### src/rtl/core/kct_pkg.sv
// ----------------------------------------------------------------------------
// kct_pkg
// Shared types for the keyed count table: operation codes and the command
// bundle passed from the controller to the datapath.
// ----------------------------------------------------------------------------
package kct_pkg;

   localparam int KEY_W    = 32;
   localparam int AMOUNT_W = 31;
   localparam int COUNT_W  = 32;

   typedef enum logic [1:0] {
      MODE_ADD    = 2'd0,
      MODE_REMOVE = 2'd1,
      MODE_CLEAR  = 2'd2,
      MODE_QUERY  = 2'd3
   } mode_type;

   typedef struct packed {
      logic load;    // capture the request fields
      logic lookup;  // register key match and free slot
      logic commit;  // apply the update and load the result register
   } cmd_type;

endpackage

### src/rtl/core/kct_req_if.sv
// ----------------------------------------------------------------------------
// kct_req_if
// Request channel of the keyed count table: valid/ready plus one operation.
// ----------------------------------------------------------------------------
interface kct_req_if;
   import kct_pkg::*;

   logic                valid;
   logic                ready;
   mode_type            mode;
   logic [KEY_W-1:0]    item_key;
   logic [AMOUNT_W-1:0] amount;
   logic                item_known;

   modport source (output valid, output mode, output item_key, output amount,
                   output item_known, input ready);
   modport sink   (input valid, input mode, input item_key, input amount,
                   input item_known, output ready);
endinterface

### src/rtl/core/kct_rsp_if.sv
// ----------------------------------------------------------------------------
// kct_rsp_if
// Response channel of the keyed count table: valid/ready plus one result.
// ----------------------------------------------------------------------------
interface kct_rsp_if;
   import kct_pkg::*;

   logic                      valid;
   logic                      ready;
   logic signed [COUNT_W-1:0] result_value;
   logic                      table_full;

   modport source (output valid, output result_value, output table_full,
                   input ready);
   modport sink   (input valid, input result_value, input table_full,
                   output ready);
endinterface

### src/rtl/core/keyed_count_table.sv
// ----------------------------------------------------------------------------
// keyed_count_table
// Table of SLOTS item keys with a 32-bit count each; add, remove, clear all
// and query operations, one result per request.
// ----------------------------------------------------------------------------
// Each request has a lookup state, then an update state: lookup compares the
// key against every slot in parallel and registers the lowest matching and
// lowest free slot; update reads the chosen count, does the add or subtract
// and writes the slot. The result sits in an output register, so a new request
// is accepted in the update cycle of the previous one as long as that register
// is free or draining; a stalled response holds the block in the update cycle.
// Slot valid bits clear at once on reset, so no clearing pass is needed.
// Clear reports the entry count from a running occupancy counter.
module keyed_count_table #(
   parameter int SLOTS = 16
) (
   input  logic           clock,
   input  logic           reset,
   kct_req_if.sink        req_ch,
   kct_rsp_if.source      rsp_ch
);
   import kct_pkg::*;

   cmd_type cmd;

   kct_ctrl u_ctrl (
      .clock     (clock),
      .reset     (reset),
      .req_valid (req_ch.valid),
      .req_ready (req_ch.ready),
      .rsp_valid (rsp_ch.valid),
      .rsp_ready (rsp_ch.ready),
      .cmd       (cmd)
   );

   kct_dp #(
      .SLOTS (SLOTS)
   ) u_dp (
      .clock            (clock),
      .reset            (reset),
      .cmd              (cmd),
      .req_mode         (req_ch.mode),
      .req_item_key     (req_ch.item_key),
      .req_amount       (req_ch.amount),
      .req_item_known   (req_ch.item_known),
      .rsp_result_value (rsp_ch.result_value),
      .rsp_table_full   (rsp_ch.table_full)
   );

endmodule

### src/rtl/core/kct_ctrl.sv
// ----------------------------------------------------------------------------
// kct_ctrl
// Sequencer for the keyed count table: accept, lookup, update, and the
// response valid flag.
// ----------------------------------------------------------------------------
module kct_ctrl (
   input  logic             clock,
   input  logic             reset,
   input  logic             req_valid,
   output logic             req_ready,
   output logic             rsp_valid,
   input  logic             rsp_ready,
   output kct_pkg::cmd_type cmd
);
   import kct_pkg::*;

   typedef enum logic [1:0] {
      ST_IDLE,
      ST_LOOKUP,
      ST_UPDATE
   } state_type;

   state_type state_ff, state_in;
   logic      rsp_valid_ff, rsp_valid_in;
   logic      out_free;
   logic      commit;
   logic      load;

   assign out_free  = !rsp_valid_ff || rsp_ready;
   assign commit    = (state_ff == ST_UPDATE) && out_free;
   // a new request may enter on the cycle the previous one commits
   assign req_ready = (state_ff == ST_IDLE) || commit;
   assign load      = req_valid && req_ready;

   always_comb begin
      state_in = state_ff;
      unique case (state_ff)
         ST_IDLE: begin
            if (load) state_in = ST_LOOKUP;
         end
         ST_LOOKUP: begin
            state_in = ST_UPDATE;
         end
         ST_UPDATE: begin
            if (load)        state_in = ST_LOOKUP;
            else if (commit) state_in = ST_IDLE;
         end
         default: begin
            state_in = ST_IDLE;
         end
      endcase
      rsp_valid_in = commit || (rsp_valid_ff && !rsp_ready);
   end

   always_ff @(posedge clock) begin
      if (reset) begin
         state_ff     <= ST_IDLE;
         rsp_valid_ff <= 1'b0;
      end else begin
         state_ff     <= state_in;
         rsp_valid_ff <= rsp_valid_in;
      end
   end

   assign rsp_valid  = rsp_valid_ff;
   assign cmd.load   = load;
   assign cmd.lookup = (state_ff == ST_LOOKUP);
   assign cmd.commit = commit;

endmodule

### src/rtl/core/kct_dp.sv
// ----------------------------------------------------------------------------
// kct_dp
// Datapath of the keyed count table: slot registers, parallel key match,
// count arithmetic, occupancy counter and result register.
// ----------------------------------------------------------------------------
module kct_dp #(
   parameter int SLOTS = 16
) (
   input  logic                               clock,
   input  logic                               reset,
   input  kct_pkg::cmd_type                   cmd,
   input  kct_pkg::mode_type                  req_mode,
   input  logic [kct_pkg::KEY_W-1:0]          req_item_key,
   input  logic [kct_pkg::AMOUNT_W-1:0]       req_amount,
   input  logic                               req_item_known,
   output logic signed [kct_pkg::COUNT_W-1:0] rsp_result_value,
   output logic                               rsp_table_full
);
   import kct_pkg::*;

   localparam int IDX_W = $clog2(SLOTS);
   localparam int OCC_W = $clog2(SLOTS + 1);

   // slot table
   logic [SLOTS-1:0]   valid_ff, valid_in;
   logic [KEY_W-1:0]   slot_key_ff   [SLOTS];
   logic [COUNT_W-1:0] slot_count_ff [SLOTS];
   logic [OCC_W-1:0]   occ_ff, occ_in;

   // captured request
   mode_type            mode_ff;
   logic [KEY_W-1:0]    key_ff;
   logic [AMOUNT_W-1:0] amount_ff;
   logic                known_ff;

   // lookup results
   logic [SLOTS-1:0] match_vec;
   logic             hit_in, hit_ff;
   logic [IDX_W-1:0] hit_idx_in, hit_idx_ff;
   logic             free_in, free_ff;
   logic [IDX_W-1:0] free_idx_in, free_idx_ff;

   // update
   logic [COUNT_W-1:0] cur_count;
   logic [COUNT_W-1:0] amt_ext;
   logic [COUNT_W-1:0] sum;
   logic [COUNT_W-1:0] diff;
   logic               wr_en;
   logic [IDX_W-1:0]   wr_idx;
   logic [COUNT_W-1:0] wr_count;
   logic               wr_key;
   logic [COUNT_W-1:0] result_in;
   logic               full_in;
   logic [COUNT_W-1:0] result_ff;
   logic               full_ff;

   always_comb begin
      for (int i = 0; i < SLOTS; i++) begin
         match_vec[i] = valid_ff[i] && (slot_key_ff[i] == key_ff);
      end
      hit_in      = |match_vec;
      free_in     = ~&valid_ff;
      hit_idx_in  = '0;
      free_idx_in = '0;
      // scan down so the lowest index wins
      for (int i = SLOTS - 1; i >= 0; i--) begin
         if (match_vec[i]) hit_idx_in  = IDX_W'(i);
         if (!valid_ff[i]) free_idx_in = IDX_W'(i);
      end
   end

   assign cur_count = slot_count_ff[hit_idx_ff];
   assign amt_ext   = {1'b0, amount_ff};
   assign sum       = cur_count + amt_ext;
   // a missing key acts as a count of zero
   assign diff      = (hit_ff ? cur_count : '0) - amt_ext;

   always_comb begin
      valid_in  = valid_ff;
      occ_in    = occ_ff;
      wr_en     = 1'b0;
      wr_key    = 1'b0;
      wr_idx    = hit_idx_ff;
      wr_count  = sum;
      result_in = '0;
      full_in   = 1'b0;
      unique case (mode_ff)
         MODE_ADD: begin
            if (known_ff) begin
               if (hit_ff) begin
                  wr_en     = 1'b1;
                  wr_count  = sum;
                  result_in = sum;
               end else if (free_ff) begin
                  wr_en            = 1'b1;
                  wr_key           = 1'b1;
                  wr_idx           = free_idx_ff;
                  wr_count         = amt_ext;
                  valid_in[free_idx_ff] = 1'b1;
                  occ_in           = occ_ff + 1'b1;
                  result_in        = amt_ext;
               end else begin
                  full_in = 1'b1;
               end
            end
         end
         MODE_REMOVE: begin
            result_in = diff;
            if (hit_ff && (cur_count > amt_ext)) begin
               wr_en    = 1'b1;
               wr_count = diff;
            end else if (hit_ff && (cur_count == amt_ext)) begin
               valid_in[hit_idx_ff] = 1'b0;
               occ_in               = occ_ff - 1'b1;
            end
         end
         MODE_CLEAR: begin
            valid_in  = '0;
            occ_in    = '0;
            result_in = COUNT_W'(occ_ff);
         end
         MODE_QUERY: begin
            result_in = hit_ff ? cur_count : '0;
         end
         default: begin
            result_in = '0;
         end
      endcase
   end

   always_ff @(posedge clock) begin
      if (reset) begin
         valid_ff <= '0;
         occ_ff   <= '0;
      end else if (cmd.commit) begin
         valid_ff <= valid_in;
         occ_ff   <= occ_in;
      end
   end

   always_ff @(posedge clock) begin
      if (cmd.load) begin
         mode_ff   <= req_mode;
         key_ff    <= req_item_key;
         amount_ff <= req_amount;
         known_ff  <= req_item_known;
      end
      if (cmd.lookup) begin
         hit_ff      <= hit_in;
         hit_idx_ff  <= hit_idx_in;
         free_ff     <= free_in;
         free_idx_ff <= free_idx_in;
      end
      if (cmd.commit) begin
         result_ff <= result_in;
         full_ff   <= full_in;
         if (wr_en) begin
            slot_count_ff[wr_idx] <= wr_count;
         end
         if (wr_key) begin
            slot_key_ff[wr_idx] <= key_ff;
         end
      end
   end

   assign rsp_result_value = signed'(result_ff);
   assign rsp_table_full   = full_ff;

endmodule

### src/flat_wrapper.sv
// flat-port wrapper written by rule: the top's interface ports become plain ports
module keyed_count_table_flat import kct_pkg::*;
#(
   parameter int SLOTS = 16
)
  (clock, reset, req_ch_valid, req_ch_mode, req_ch_item_key, req_ch_amount, req_ch_item_known, req_ch_ready, rsp_ch_valid, rsp_ch_result_value, rsp_ch_table_full, rsp_ch_ready);
  kct_req_if req_ch_i ();
  kct_rsp_if rsp_ch_i ();
  input  logic clock;
  input  logic reset;
  input wire logic [$bits(req_ch_i.valid)-1:0] req_ch_valid;
  input wire logic [$bits(req_ch_i.mode)-1:0] req_ch_mode;
  input wire logic [$bits(req_ch_i.item_key)-1:0] req_ch_item_key;
  input wire logic [$bits(req_ch_i.amount)-1:0] req_ch_amount;
  input wire logic [$bits(req_ch_i.item_known)-1:0] req_ch_item_known;
  output wire logic [$bits(req_ch_i.ready)-1:0] req_ch_ready;
  output wire logic [$bits(rsp_ch_i.valid)-1:0] rsp_ch_valid;
  output wire logic [$bits(rsp_ch_i.result_value)-1:0] rsp_ch_result_value;
  output wire logic [$bits(rsp_ch_i.table_full)-1:0] rsp_ch_table_full;
  input wire logic [$bits(rsp_ch_i.ready)-1:0] rsp_ch_ready;
  assign req_ch_i.valid = req_ch_valid;
  assign req_ch_i.mode = req_ch_mode;
  assign req_ch_i.item_key = req_ch_item_key;
  assign req_ch_i.amount = req_ch_amount;
  assign req_ch_i.item_known = req_ch_item_known;
  assign req_ch_ready = req_ch_i.ready;
  assign rsp_ch_valid = rsp_ch_i.valid;
  assign rsp_ch_result_value = rsp_ch_i.result_value;
  assign rsp_ch_table_full = rsp_ch_i.table_full;
  assign rsp_ch_i.ready = rsp_ch_ready;
  keyed_count_table #(.SLOTS(SLOTS)) u_core (.clock(clock), .reset(reset), .req_ch(req_ch_i), .rsp_ch(rsp_ch_i));
endmodule
### config.mk
export PLATFORM = sky130hd
export DESIGN_NAME = keyed_count_table_flat
export DESIGN_NICKNAME = d
export VERILOG_FILES = /design/src/rtl/core/kct_pkg.sv /design/src/rtl/core/kct_req_if.sv /design/src/rtl/core/kct_rsp_if.sv /design/src/rtl/core/keyed_count_table.sv /design/src/rtl/core/kct_ctrl.sv /design/src/rtl/core/kct_dp.sv /design/src/flat_wrapper.sv
export SDC_FILE = /design/constraint.sdc
export NUM_CORES = 2
export LEC_CHECK = 0
export ABC_AREA = 1
export BUFFER_PORTS_ARGS = -buffer_cell sky130_fd_sc_hd__buf_2
export CAP_MARGIN = 5
export CORE_ASPECT_RATIO = 0.5
export CORE_MARGIN = 5
export CORE_UTILIZATION = 40
export CTS_CLUSTER_SIZE = 25
export DETAILED_ROUTE_END_ITERATION = 16
export GPL_TIMING_DRIVEN = 1
export PLACE_DENSITY = 0.61
export SLEW_MARGIN = 20
export SYNTH_ARGS = -nofsm -noshare
export SYNTH_HDL_FRONTEND = slang
export SYNTH_SLANG_ARGS = --single-unit
### constraint.sdc
create_clock -name clock -period 5.2 [get_ports clock]
set_input_delay 0.52 -clock clock [delete_from_list [all_inputs] [get_ports clock]]
set_output_delay 0.52 -clock clock [all_outputs]
set_load 0.05 [all_outputs]
# Word-level counts from Yosys, hierarchy flattened
# Memories as Yosys holds them, arrays and structs flattened.
# Index checks and enable logic that the tools add are counted.
[op_classes]
n_addsub = 4
n_lt_le_gt_ge = 5
eq_ne = 29
mux = 79
n_bitwise = 5
reduce_logical = 43
[op_table]
columns = ["op", "count"]
rows = [
  ["== test 32 bit", 16],
  ["2-to-1 mux 32 bit", 7],
  ["one-hot mux 32 bit (4 select lines)", 1],
  ["2-to-1 mux 16 bit", 5],
  ["2-to-1 mux 4 bit", 20],
  ["one-hot mux 32 bit (2 select lines)", 1],
  ["one-hot mux 16 bit (3 select lines)", 1],
  ["adder 32 x 31 -> 32 bit", 1],
  ["== test 32 x 31 -> 1 bit", 1],
  ["> comparator 32 x 31 -> 1 bit", 1],
  ["subtractor 32 x 31 -> 32 bit", 1],
  ["2-to-1 mux 31 bit", 1],
  ["2-to-1 mux 5 bit", 5],
  ["2-to-1 mux 3 bit", 8],
  ["logical AND 1 bit", 23],
  ["2-to-1 mux 1 bit", 18],
  ["bitwise AND 16 bit", 1],
  ["NOT 16 bit", 1],
  ["OR 16 bit", 1],
  ["AND reduction 16 bit", 1],
  ["OR reduction 16 bit", 1],
  ["one-hot mux 5 bit (3 select lines)", 1],
  ["2-to-1 mux 2 bit", 7],
  ["inequality test 2 bit (second input constant)", 6],
  ["other kinds (23)", 36],
]
[word_totals]
register_bits = 133
ramBits = 1024
input_bits = 70
out_inout_bits = 35
wordCells = 187
n_memories = 2
[memory_table]
columns = ["memory", "words", "word_bits", "read_ports", "rd_ports_with_merged_regs", "wr", "line_no", "source"]
rows = [
  ["u_core.u_dp.slot_count_ff", 16, 32, 1, 0, 1, "kct_dp.sv:27", "logic [COUNT_W-1:0] slot_count_ff [SLOTS];"],
  ["u_core.u_dp.slot_key_ff", 16, 32, 16, 0, 1, "kct_dp.sv:26", "logic [KEY_W-1:0] slot_key_ff [SLOTS];"],
]

# Longest topological paths before layout
# An unclocked memory read counts as a cell.
[logic_depth]
word_depth = 18
depth_mapped = 30
mapped_depth_nobuf = 28

# Cells and area by module
# Synthesis repeated with hierarchy kept, for this count alone.
[hier_totals]
cells_unflattened = 4681
area_unflattened_um2 = 53093.4
[by_module_without_submodules]
columns = ["module", "instances", "cells_each", "area_per_inst_um2", "seq_area_each_um2"]
rows = [
  ["kct_dp", 1, 4656, 52922.0, 34443.0],
  ["kct_ctrl", 1, 25, 171.4, 60.1],
]

# Least setup slack after synthesis
# Ideal clock, no wire load.
[synth_path]
path_type = "flip-flop to flip-flop"
startpoint = "reg u_core.u_dp.hit_idx_ff[1]"
endpoint = "mem u_core.u_dp.slot_count_ff[10][0], enable pin"
setup_ns = 0.421
t_arrival_ns = 4.587
required_time_ns = 4.779
setup_slack_ns = 0.192
path_stages_with_launch = 21
n_path_buf = 3
period_less_slack_ns = 5.008
path_cell_list = "edfxtp_1 -> nand2_1 -> inv_1 -> buf_2 -> buf_2 -> a22oi_1 -> nand2_1 -> a22o_1 -> inv_1 -> nand3_1 -> ha_1 -> nand2_1 -> nor4_1 -> o21ai_0 -> o211a_1 -> o21ai_2 -> nand2_4 -> nor2_8 -> o21ai_4 -> buf_6 -> nor2_1"
[synth_via]
elab_chain_len = 8
elab_cells_between_ends = 12
cone_classes = "1 x order compare; 9 x mux; 1 x reduce/logical; 1 x memory"
[synth_rtl]
columns = ["item", "line_no", "source"]
rows = [
  ["start, declared", "kct_dp.sv:39", "logic [IDX_W-1:0] hit_idx_in, hit_idx_ff;"],
  ["start signal, assigned", "kct_dp.sv:150", "hit_idx_ff <= hit_idx_in;"],
  ["memory (16 x 32 bit)", "--", ""],
  ["> comparator 32 x 31 -> 1 bit", "kct_dp.sv:109", "if (hit_ff && (cur_count > amt_ext)) begin"],
  ["logical AND 1 bit", "kct_dp.sv:109", ""],
  ["2-to-1 mux 1 bit", "kct_dp.sv:109", ""],
  ["one-hot mux 1 bit (2 select lines)", "kct_dp.sv:87", "unique case (mode_ff)"],
  ["2-to-1 mux 1 bit", "kct_dp.sv:157", "if (wr_en) begin"],
  ["2-to-1 mux 1 bit", "kct_dp.sv:154", "if (cmd.commit) begin"],
  ["2-to-1 mux 1 bit (implied by the code)", "kct_dp.sv:158", "slot_count_ff[wr_idx] <= wr_count;"],
  ["end, declared", "kct_dp.sv:27", ""],
]
# Parallel ways exist; a longest one is shown, timed or not.

# Worst setup path in the final report
[layout_path]
startpoint = "reg u_core.u_dp.hit_idx_ff[0]"
endpoint = "mem u_core.u_dp.slot_count_ff[3][8], data pin"
[layout_via]
elab_chain_len = 6
elab_cells_between_ends = 11
cone_classes = "2 x add/sub; 1 x order compare; 6 x mux; 1 x reduce/logical; 1 x memory"
[layout_rtl]
columns = ["item", "line_no", "source"]
rows = [
  ["memory (16 x 32 bit) *", "--", ""],
  ["adder 32 x 31 -> 32 bit", "kct_dp.sv:74", "assign sum = cur_count + amt_ext;"],
  ["2-to-1 mux 32 bit", "kct_dp.sv:94", "end else if (free_ff) begin"],
  ["2-to-1 mux 32 bit", "kct_dp.sv:90", "if (hit_ff) begin"],
  ["2-to-1 mux 32 bit", "kct_dp.sv:89", "if (known_ff) begin"],
  ["one-hot mux 32 bit (2 select lines) *", "kct_dp.sv:87", ""],
  ["named net u_core.u_dp.wr_count[8]", "kct_dp.sv:50", "logic [COUNT_W-1:0] wr_count;"],
]
# The timed path passes the listed nets; every way through them passes the cells marked *.

==> impl_metrics.env <==
export IMPL_setup_viol=0
export IMPL_path_max_fanout=27
export IMPL_comb_power_share=0.113
export IMPL_tightest_slew_ps=1200
export IMPL_ys_warn_count=0
export IMPL_cts_buffer_depth=3
export IMPL_grt_usage=0.243
export IMPL_nFillCells=11792
export IMPL_synth_edf_count=1133
export IMPL_fin_skew_ps=48.3
export IMPL_via_count=38603
export IMPL_criticalPathCategory="reg -> reg"
export IMPL_final_common_cell="edfxtp_1"
export IMPL_worst_ep_required_time_ps=5750
export IMPL_max_vdd_ir_drop_mv=0.282
export IMPL_netlist_cell_type_count=65
export IMPL_grt_pass1_vias=36727
export IMPL_cp_startpoint="u_core.u_dp.hit_idx_ff[0]$_SDFFCE_PP0N_"
export IMPL_rrSetupSlack_ps=220
export IMPL_cts_made_buffers=102
export IMPL_power_density_nw_per_um2=334
export IMPL_holdWs_ps=62.9
export IMPL_fin_util=0.465
export IMPL_finalHoldViolCount=0
export IMPL_pwr_share_clk=0.367
export IMPL_syn_to_final_growth_pct=15.8
export IMPL_grt_pass1_wl_um=250000
export IMPL_synth_seq_cells=1157
export IMPL_power_switching_mw=5.23
export IMPL_gp_congestion=0.951
export IMPL_die_area_um2=140000
export IMPL_cts_root_buffer="clkbuf_16"
export IMPL_fin_nets=5015
export IMPL_core_area_um2=131000
export IMPL_fin_ws_ps=222
export IMPL_finalWirelength_um=174000
export IMPL_layout_min_cycle_time_ps=4980
export IMPL_hp_start="req_ch_valid"
export IMPL_r2r_start="u_core.u_dp.hit_idx_ff[0]$_SDFFCE_PP0N_"
export IMPL_clock_sinks=1157
export IMPL_hold_class="in -> reg"
export IMPL_post_dp_hpwl_um=113000
export IMPL_slew_viol_final=0
export IMPL_dp_slack_ps=42.3
export IMPL_status="completed"
export IMPL_synth_area_top_cells="edfxtp_1 (65%), nand2_1 (6.5%), a22oi_1 (3.7%)"
export IMPL_fmax_ghz=0.201
export IMPL_rows=94
export IMPL_synthesis_nets=4684
export IMPL_ant_nets=0
export IMPL_sw_frac_of_total=0.257
export IMPL_wire_per_inst_um=26.1
export IMPL_start_util=0.402
export IMPL_h_tree_depth=3
export IMPL_die_w_um=524
export IMPL_power_total_mw=20.4
export IMPL_drive_gt1_frac=0.124
export IMPL_drv_cap=0
export IMPL_drc_errors=0
export IMPL_pwr_share_seq=0.520
export IMPL_final_cell_mix="edfxtp_1 (1,133), nand2_1 (908), inv_1 (293)"
export IMPL_grt_max_degree=55
export IMPL_io_pins=105
export IMPL_synth_cells=4498
export IMPL_regArea_um2=34500
export IMPL_ys_flop_type="edfxtp_1"
export IMPL_cts_tree="yes"
export IMPL_worstSkewPairLatency_ps=750
export IMPL_ys_async_sr_fraction=0
export IMPL_drtIter0Drc=4886
export IMPL_critPathLaunchType="flip-flop"
export IMPL_finalCritPeriodShare=0.957
export IMPL_dr_pass1_iters=6
export IMPL_die_h_um=267
export IMPL_clk_pin_slew_worst_paths_ps=70
export IMPL_cp_end_kind="flip-flop"
export IMPL_avgSynthCellArea_um2=11.7
export IMPL_grt_antenna_before_repair=4
export IMPL_relSlewSlack=0.197
export IMPL_crit_arrival_ps=5530
export IMPL_grt_overflow_total=0
export IMPL_intPower_mw=15.1
export IMPL_netlist_area_um2=52700
export IMPL_multi_input_area_um2=16400
export IMPL_avgViaCountPerCell=5.77
export IMPL_yosysTopAreaCell="edfxtp_1"
export IMPL_synth_seq_area_share=0.654
export IMPL_p_leak_nw=22.2
export IMPL_synth_top_area_frac=0.645
export IMPL_portBuffers=104
==> routing by layer <==
metal  GRT usage  up-vias  wire length, µm
met2       0.383     2175            79100
met5           0        -               13
met4      0.0807        2             6330
met1       0.343    19076            71700
li1            -    17009                -
met3      0.0426      341            17300
==> cell type report <==
type,count,share of cell area
Sequential cell,1157,0.565
Inverter,320,0.0199
Clock buffer,133,0.0444
Timing Repair Buffer,417,0.0572
Clock inverter,51,0.00779
Tap cell,1776,0.0364
Multi-Input combinational cell,2831,0.269
Antenna cell,1,0.0000410
==> synthesized netlist by cell type (6+ instances only) <==
cell and n:
a211oi_1 21, a21o_1 7, a21oi_1 129, a221oi_1 20, a22o_1 61, a22oi_1 258
a31oi_1 42, buf_1 16, buf_2 87, buf_4 16, clkbuf_1 67, dfxtp_1 24
edfxtp_1 1133, ha_1 113, inv_1 296, inv_2 18, nand2_1 911, nand3_1 172
nand4_1 49, nor2_1 277, nor2_2 6, nor3_1 46, nor4_1 42, o2111ai_1 12
o211a_1 18, o211ai_1 22, o21ai_0 223, o21bai_1 7, o221ai_1 6, o22ai_1 68
or2_2 32, or4_1 7, xnor2_1 147, xor2_1 68
==> critical path: stages (launching register included) <==
cell and delay [ps]:
edfxtp_1 450, inv_1 170, nor2_4 100, buf_12 140, buf_12 160, buf_4 170, a22oi_1 170, nand2_1 70
a22o_1 240, inv_1 90, nand3_1 190, ha_1 360, a21oi_1 150, nor2_1 60, a211oi_1 230, buf_4 160
o211ai_1 140, a31oi_2 270, o21ai_2 130, nand2_4 110, buf_6 270, nand2_2 170, nand3_1 100, o21ai_0 180
o21ai_2 200, buf_2 280
==> through the flow <==
stage,setup TNS (ps),cells,instance area [µm²]
floorplan,0,4498,52700
global placement,0,6403,56800
detailed placement,0,6403,56800
CTS,0,6651,60700
global route,-2.86,6685,61100
finish,0,6686,61100
==> sequential cells by signal, indices dropped and copies added, names as in the netlist <==
| register | cells |
|---|---|
| u_core.u_dp.slot_key_ff | 512 |
| u_core.u_dp.valid_ff | 16 |
| u_core.u_dp.hit_idx_ff | 4 |
| u_core.u_dp.hit_ff | 1 |
| u_core.u_ctrl.rsp_valid | 1 |
| u_core.u_dp.occ_ff | 5 |
| u_core.u_dp.rsp_table_full | 1 |
| u_core.u_dp.slot_count_ff | 512 |
| u_core.u_ctrl.state_ff | 2 |
| u_core.u_dp.amount_ff | 31 |
| u_core.u_dp.rsp_result_value | 32 |
| u_core.u_dp.free_ff | 1 |
| u_core.u_dp.key_ff | 32 |
| u_core.u_dp.mode_ff | 2 |
| u_core.u_dp.free_idx_ff | 4 |
| u_core.u_dp.known_ff | 1 |
==> worst paths after layout <==
check / end / cells after the start
worst max-delay path: u_core.u_dp.slot_count_ff[3][8]$_DFFE_PP_ / 25
worst min-delay path: u_core.u_ctrl.state_ff[0]$_SDFFE_PP0P_ / 3
worst max register to register: u_core.u_dp.slot_count_ff[3][8]$_DFFE_PP_ / 25
worst min register to register: u_core.u_ctrl.state_ff[1]$_SDFFE_PP0P_ / 1
==> cell families (layout without fill, tap and decap cells) <==
group / after synthesis / in the layout / share of synthesized area
simple gates: 1574 / 1574 / 0.126
flops: 1157 / 1157 / 0.654
compound gates: 926 / 926 / 0.116
buf+inv: 510 / 921 / 0.0400
xor+xnor: 215 / 215 / 0.0357
fa+ha+maj: 116 / 116 / 0.0279
other cells: 0 / 1 / 0
==> timing repair <==
item / 4_1_cts / 5_1_grt
hold buffers: 64 / 0
setup buffers: 0 / 32
gates resized for setup: 0 / 23
endpoints found under the hold margin: 67 / 0
endpoints found under the setup margin: 0 / 714
==> power groups by stage <==
stage,clock [mW],combinational [mW],sequential (mW)
after floorplan,0,1.17,10.8
after CTS,7.58,2.26,10.6
final,7.48,2.31,10.6
after detailed placement,0,2.21,10.8
after global placement,0,2.19,10.8
after global routing,7.97,2.46,10.6
No activity file was read; power rests on OpenSTA's default activity.
